**src/rtl/pip_pkg.sv**
```systemverilog
// ----------------------------------------------------------------------------
// pip_pkg: shared types for the point-in-polygon crossing-number test
// Beat structs for the two channels, item codes and the token control word
// that travels along the cell chain.
// ----------------------------------------------------------------------------
`timescale 1ns / 1ps

package pip_pkg;

	// Item codes carried in the cmd field
	localparam logic CMD_LOAD = 1'b0;
	localparam logic CMD_TEST = 1'b1;

	// Width of the reported crossing count (wraps modulo 16)
	localparam int CNT_BITS = 4;

	// Input beat
	typedef struct packed {
		logic               cmd;
		logic [3:0]         vertex_index;
		logic signed [15:0] coord_x;
		logic signed [15:0] coord_y;
	} in_t;

	// Result beat
	typedef struct packed {
		logic                inside_res;
		logic [CNT_BITS-1:0] crossings;
	} out_t;

	// Control word that follows a test point along the chain
	typedef struct packed {
		logic                valid;
		logic                par;
		logic [CNT_BITS-1:0] cnt;
	} ctl_t;

endpackage

```
**src/rtl/pip_cell.sv**
```systemverilog
// ----------------------------------------------------------------------------
// pip_cell: one vertex of the polygon and the edge that leaves it
// Holds vertex i, sees vertex i+1 from its neighbour, and tests that edge
// against the point passing through. Products are registered here; the
// compare is finished as the hit bit seen by the next cell.
// ----------------------------------------------------------------------------
`timescale 1ns / 1ps

module pip_cell #(
	parameter int COORD_BITS = 16
) (
	input  logic                         clk,
	input  logic                         arst_n,
	// vertex write
	input  logic                         wr_en,
	input  logic signed [COORD_BITS-1:0] wr_x,
	input  logic signed [COORD_BITS-1:0] wr_y,
	// own vertex out, neighbour vertex in
	output logic signed [COORD_BITS-1:0] vx,
	output logic signed [COORD_BITS-1:0] vy,
	input  logic signed [COORD_BITS-1:0] nxt_x,
	input  logic signed [COORD_BITS-1:0] nxt_y,
	// point token from the previous cell
	input  pip_pkg::ctl_t                tok_in,
	input  logic                         hit_in,
	input  logic signed [COORD_BITS-1:0] px_in,
	input  logic signed [COORD_BITS-1:0] py_in,
	// point token to the next cell
	output pip_pkg::ctl_t                tok_out,
	output logic                         hit_out,
	output logic signed [COORD_BITS-1:0] px_out,
	output logic signed [COORD_BITS-1:0] py_out
);

	localparam int DW = COORD_BITS + 1;
	localparam int PW = 2 * DW;

	logic signed [COORD_BITS-1:0] vx_q, vy_q;
	logic signed [DW-1:0]         dx, dy, rx, ry;
	logic signed [PW-1:0]         p1_d, p2_d;
	logic signed [PW-1:0]         p1_s1, p2_s1;
	logic                         cross_d;
	logic                         cross_s1, dyneg_s1;
	pip_pkg::ctl_t                tok_q;
	logic signed [COORD_BITS-1:0] px_q, py_q;

	// vertex storage, undefined until written
	always_ff @(posedge clk) begin
		if (wr_en) begin
			vx_q <= wr_x;
			vy_q <= wr_y;
		end
	end

	assign vx = vx_q;
	assign vy = vy_q;

	// edge straddles the point's y
	assign cross_d = (vy_q < py_in) ^ (nxt_y < py_in);

	// differences at one extra bit, exact
	assign dx = {nxt_x[COORD_BITS-1], nxt_x} - {vx_q[COORD_BITS-1], vx_q};
	assign dy = {nxt_y[COORD_BITS-1], nxt_y} - {vy_q[COORD_BITS-1], vy_q};
	assign rx = {px_in[COORD_BITS-1], px_in} - {vx_q[COORD_BITS-1], vx_q};
	assign ry = {py_in[COORD_BITS-1], py_in} - {vy_q[COORD_BITS-1], vy_q};

	// cross products: rx*dy against dx*ry
	assign p1_d = rx * dy;
	assign p2_d = dx * ry;

	always_ff @(posedge clk) begin
		p1_s1    <= p1_d;
		p2_s1    <= p2_d;
		cross_s1 <= cross_d;
		dyneg_s1 <= dy[DW-1];
		px_q     <= px_in;
		py_q     <= py_in;
	end

	// left-of decision, sense follows the sign of the y span
	assign hit_out = cross_s1 & (dyneg_s1 ? (p2_s1 < p1_s1) : (p1_s1 < p2_s1));

	// token: fold in the previous cell's hit
	always_ff @(posedge clk or negedge arst_n) begin
		if (!arst_n) begin
			tok_q <= '0;
		end else begin
			tok_q.valid <= tok_in.valid;
			tok_q.par   <= tok_in.par ^ hit_in;
			tok_q.cnt   <= tok_in.cnt + pip_pkg::CNT_BITS'(hit_in);
		end
	end

	assign tok_out = tok_q;
	assign px_out  = px_q;
	assign py_out  = py_q;

endmodule

```
**config.mk**
```make
export PLATFORM = sky130hd
export DESIGN_NAME = pip_cell
export DESIGN_NICKNAME = d
export VERILOG_FILES = /design/src/rtl/pip_pkg.sv /design/src/rtl/pip_cell.sv
export SDC_FILE = /design/constraint.sdc
export NUM_CORES = 2
export LEC_CHECK = 0
export ABC_AREA = 1
export ABC_CLOCK_PERIOD_IN_PS = 10500
export BUFFER_PORTS_ARGS = -buffer_cell sky130_fd_sc_hd__buf_4
export CELL_PAD_IN_SITES_DETAIL_PLACEMENT = 1
export CELL_PAD_IN_SITES_GLOBAL_PLACEMENT = 2
export CORE_AREA = 5 5 280 282
export CTS_BUF_LIST = sky130_fd_sc_hd__clkbuf_4 sky130_fd_sc_hd__clkbuf_8
export CTS_CLUSTER_SIZE = 25
export DETAILED_ROUTE_END_ITERATION = 8
export DIE_AREA = 0 0 285 287
export GPL_TIMING_DRIVEN = 0
export HOLD_SLACK_MARGIN = 0.08
export PLACE_DENSITY = 0.95
export RECOVER_POWER = 100
export SYNTH_ARGS = -nofsm -noshare
export SYNTH_HDL_FRONTEND = slang
export SYNTH_SLANG_ARGS = --single-unit
```
**constraint.sdc**
```tcl
create_clock -name clk -period 10.5 [get_ports clk]
set_input_delay 2.1 -clock clk [delete_from_list [all_inputs] [get_ports clk]]
set_output_delay 2.1 -clock clk [all_outputs]
set_load 0.005 [all_outputs]
```
==> run summary <==
### Logic synthesis
* **number of enable-type register cells in the synthesized netlist** 32
* **gate count after technology mapping** 3,582
* **cell types with the largest area share after synthesis** sky130_fd_sc_hd__fa_1 (40%), sky130_fd_sc_hd__ha_1 (12%), sky130_fd_sc_hd__inv_1 (11%)
* **number of synthesized register bits** 140
* **count of cell types in the netlist** 58
* **fraction of the yosys area taken by sequential cells** 10.5%
* **prevailing post-synth register cell** sky130_fd_sc_hd__dfxtp_1
* **cell type contributing the most total cell area after synthesis** sky130_fd_sc_hd__fa_1
* **fraction of post-synthesis cell area in the top cell type by area** 39.8%
* **Async SR Flop Fraction** 4.29%
* **synthesized netlist net count** 4,569
* **average size of a mapped cell** 8.36 µm²
* **area of the mapped netlist** 29,900 µm²
* **count of yosys warnings during synthesis** 0

### Layout
* **final-stage net count** 4,764
* **synthesis-to-finish area growth** 8.99%
* **ant diodes** 0
* **share of layout cells above drive strength 1** 6.47%
* **count of filler cells inserted in the layout** 9,150
* **multi-input logic area** 23,100 µm²
* **highest-count cells in the layout ignoring fill and taps** sky130_fd_sc_hd__inv_1 (884), sky130_fd_sc_hd__nand2_1 (652), sky130_fd_sc_hd__fa_1 (596)
* **leading cell type in the layout, fill and taps excluded** sky130_fd_sc_hd__inv_1
* **register cell area after layout** 3150 µm²

### Die
* **starting utilization of the core area** 39.7%
* **number of placed I/O pins** 177
* **die width** 285 µm
* **area of the die** 81,800 µm²
* **core region area** 75,400 µm²
* **number of placement rows** 101
* **die span in y** 287 µm

### Outcome
* **outcome** complete, but fails checks
* **violations in the final reports** capacitance limit, slew limit

### Placement
* **count of buffers inserted at the top-level ports** 176
* **final weighted congestion in routability-driven placement** 0.895
* **Detailed Place HPWL** 87.9 mm
* **pre-CTS setup slack** -0.304 ns

### Clock tree
* **CTS Root Cell** sky130_fd_sc_hd__clkbuf_8
* **CTS tree** done
* **number of buffers on the longest clock path** 2
* **clock sink total** 140
* **clock transition at the register clock pins on the worst setup and hold paths after CTS** 0.08 ns
* **number of clock buffers inserted by TritonCTS** 17
* **post-CTS repair timing setup buffer count** 0
* **number of hold buffers added after cts** 0
* **level count of the clock H-tree** 4
* **insertion delay to the later sink of the worst-skew pair** 0.55 ns

### STA
* **achievable frequency** 0.100 GHz
* **post-route clock period utilization** 95.1%
* **final worst-path setup slack** 0.518 ns
* **count of pins over their slew limit** 34
* **Max-Slew Margin vs Limit** -63.9%
* **endpoints failing setup** 0
* **setup repair after global routing missed its margin** false
* **shortest period the worst path allows** 9.98 ns
* **final hold violations** 0
* **final clock skew** 0.0278 ns
* **Tightest Pin Transition** 2.46 ns

### Setup path
* **type of the setup path with the least slack** in -> reg
* **data required time of the worst path** 10.90 ns
* **CP Capture Type** flop
* **number of buffers and inverters on the critical path** 6
* **Setup crit start kind** input pin
* **Crit Reg-Reg Startpoint** vy[0]
* **slowest CP cell** sky130_fd_sc_hd__xor2_1
* **critical path data arrival time** 10.38 ns
* **most used cell, CP** sky130_fd_sc_hd__fa_1
* **worst setup path startpoint** px_in[0]
* **kind of cell with the highest combined delay on the critical path** adder cells
* **count of cells along the worst register-to-register path** 22
* **total number of cells along the worst setup path** 25
* **Critical Path Max Stage Delay** 1.13 ns
* **maximum fanout along the worst path** 9

### Detailed routing
* **DRC violation count after routing** 0
* **ratio of routed vias to standard cells** 5.08
* **violation count after the first detailed-routing iteration** 1,423
* **DR WL/cell** 20.8 µm
* **total wire length after detailed routing** 99.0 mm
* **via count** 24.2k
* **Initial DRT Pass Iterations** 7
* **number of antenna-violating nets in the routed design** 0

### Global routing
* **Overflow after GRT** 0
* **global-route wire length before repair** 154 mm
* **vias in the first global route** 27.3k
* **antenna violations before repair** 1
* **Global Route Usage Sum** 24.7%
* **largest net degree at the start of global routing** 33

### Worst hold path
* **start point of the worst min-delay path** vy[15]
* **Tightest Hold Check Type** reg -> reg
* **count of cells along the worst hold path** 7

### Job
* **number of maximum-capacitance violations** 2

==> registers in the layout (all words and copies together) (netlist names) <==
signal and count:
vy 16, tok_out 6, dyneg_s1 1, p2_s1 34, p1_s1 34, px_out 16, cross_s1 1, vx 16
py_out 16
==> synthesized netlist by cell type (8+ instances only) <==
cell type	number
sky130_fd_sc_hd__inv_2	17
sky130_fd_sc_hd__nor2_1	393
sky130_fd_sc_hd__o21bai_1	11
sky130_fd_sc_hd__edfxtp_1	32
sky130_fd_sc_hd__xor2_1	55
sky130_fd_sc_hd__fa_1	596
sky130_fd_sc_hd__nand2_1	651
sky130_fd_sc_hd__nor3_1	23
sky130_fd_sc_hd__o21ai_1	10
sky130_fd_sc_hd__buf_4	12
sky130_fd_sc_hd__nand2_2	13
sky130_fd_sc_hd__clkbuf_1	12
sky130_fd_sc_hd__nand3_1	78
sky130_fd_sc_hd__or2_2	8
sky130_fd_sc_hd__o21ai_0	61
sky130_fd_sc_hd__ha_1	285
sky130_fd_sc_hd__a21oi_1	150
sky130_fd_sc_hd__xnor2_1	38
sky130_fd_sc_hd__a21o_1	12
sky130_fd_sc_hd__inv_1	884
sky130_fd_sc_hd__buf_2	20
sky130_fd_sc_hd__nand4_1	18
sky130_fd_sc_hd__dfxtp_1	102
sky130_fd_sc_hd__xor2_2	13
==> metal layers <==
| layer | GRT usage [%] | part of all wire (%) | wire, µm |
|---|---|---|---|
| met3 | 6.23 | 7.8 | 7710 |
| met5 | 0 | 0 | 0 |
| met4 | 7.71 | 3.3 | 3220 |
| met1 | 31.1 | 41 | 40800 |
| met2 | 42.2 | 48 | 47300 |
==> cell families (layout without fill, tap and decap cells) <==
| logic type | count (synthesis) | after routing | share of synthesized area [%] |
|---|---|---|---|
| DFF | 140 | 140 | 10.5 |
| and+or+nand+nor | 1201 | 1201 | 16.0 |
| AOI/OAI and AO/OA | 292 | 292 | 5.65 |
| xor gates and xnor gates | 109 | 109 | 3.66 |
| buffers and inverters | 959 | 1166 | 12.4 |
| adders and majority gates | 881 | 881 | 51.8 |
==> final cells by class <==
type / count / share of cell area, %
buffer: 51 / 0.939
clock buffer: 18 / 0.759
clock inverter: 13 / 0.502
inverter: 908 / 10.4
multi-input combinational: 2483 / 70.7
sequential: 140 / 9.66
tap: 978 / 3.75
timing repair buffer: 176 / 3.25
==> tightest hold or removal path, stage by stage, from the launching register on <==
cell and delay, ns:
sky130_fd_sc_hd__edfxtp_1 0.37, sky130_fd_sc_hd__inv_1 0.09, sky130_fd_sc_hd__ha_1 0.24, sky130_fd_sc_hd__nor2_1 0.09, sky130_fd_sc_hd__inv_1 0.07, sky130_fd_sc_hd__nand2_1 0.11, sky130_fd_sc_hd__nand2_1 0.06, sky130_fd_sc_hd__nand2_1 0.10
==> through the flow <==
stage / area, µm² / std cells / hold WS (ns) / setup TNS (ns) / util [%]
2_1_floorplan: 29900 / 3582 / 0.844 / 0 / -
3_3_place_gp: 32500 / 4736 / 1.15 / -0.488 / 43.1
3_5_place_dp: 32500 / 4736 / 1.17 / -0.602 / 43.1
4_1_cts: 32900 / 4767 / 1.19 / 0 / 43.6
5_1_grt: 32600 / 4767 / 1.25 / 0 / 43.3
6_report: 32600 / 4767 / 1.19 / 0 / 43.3
==> final timing paths <==
kind | end | slack, ns
max | p1_s1[25] | 0.52
min | cross_s1 | 1.19
max reg2reg | p2_s1[33] | 1.76
min reg2reg | cross_s1 | 1.19
max in group asynchronous | tok_out[3] | 8.85
min in group asynchronous | tok_out[4] | 1.40
==> timing repair <==
| item | in CTS | in global routing |
|---|---|---|
| gates resized for setup | 0 | 1 |
| hold endpoints to repair | 0 | 0 |
| setup endpoints to repair | 0 | 2 |
Power is left out: the tool's default activity adds up to more than one toggle a clock period on the data nets, which glitch-free logic cannot reach.
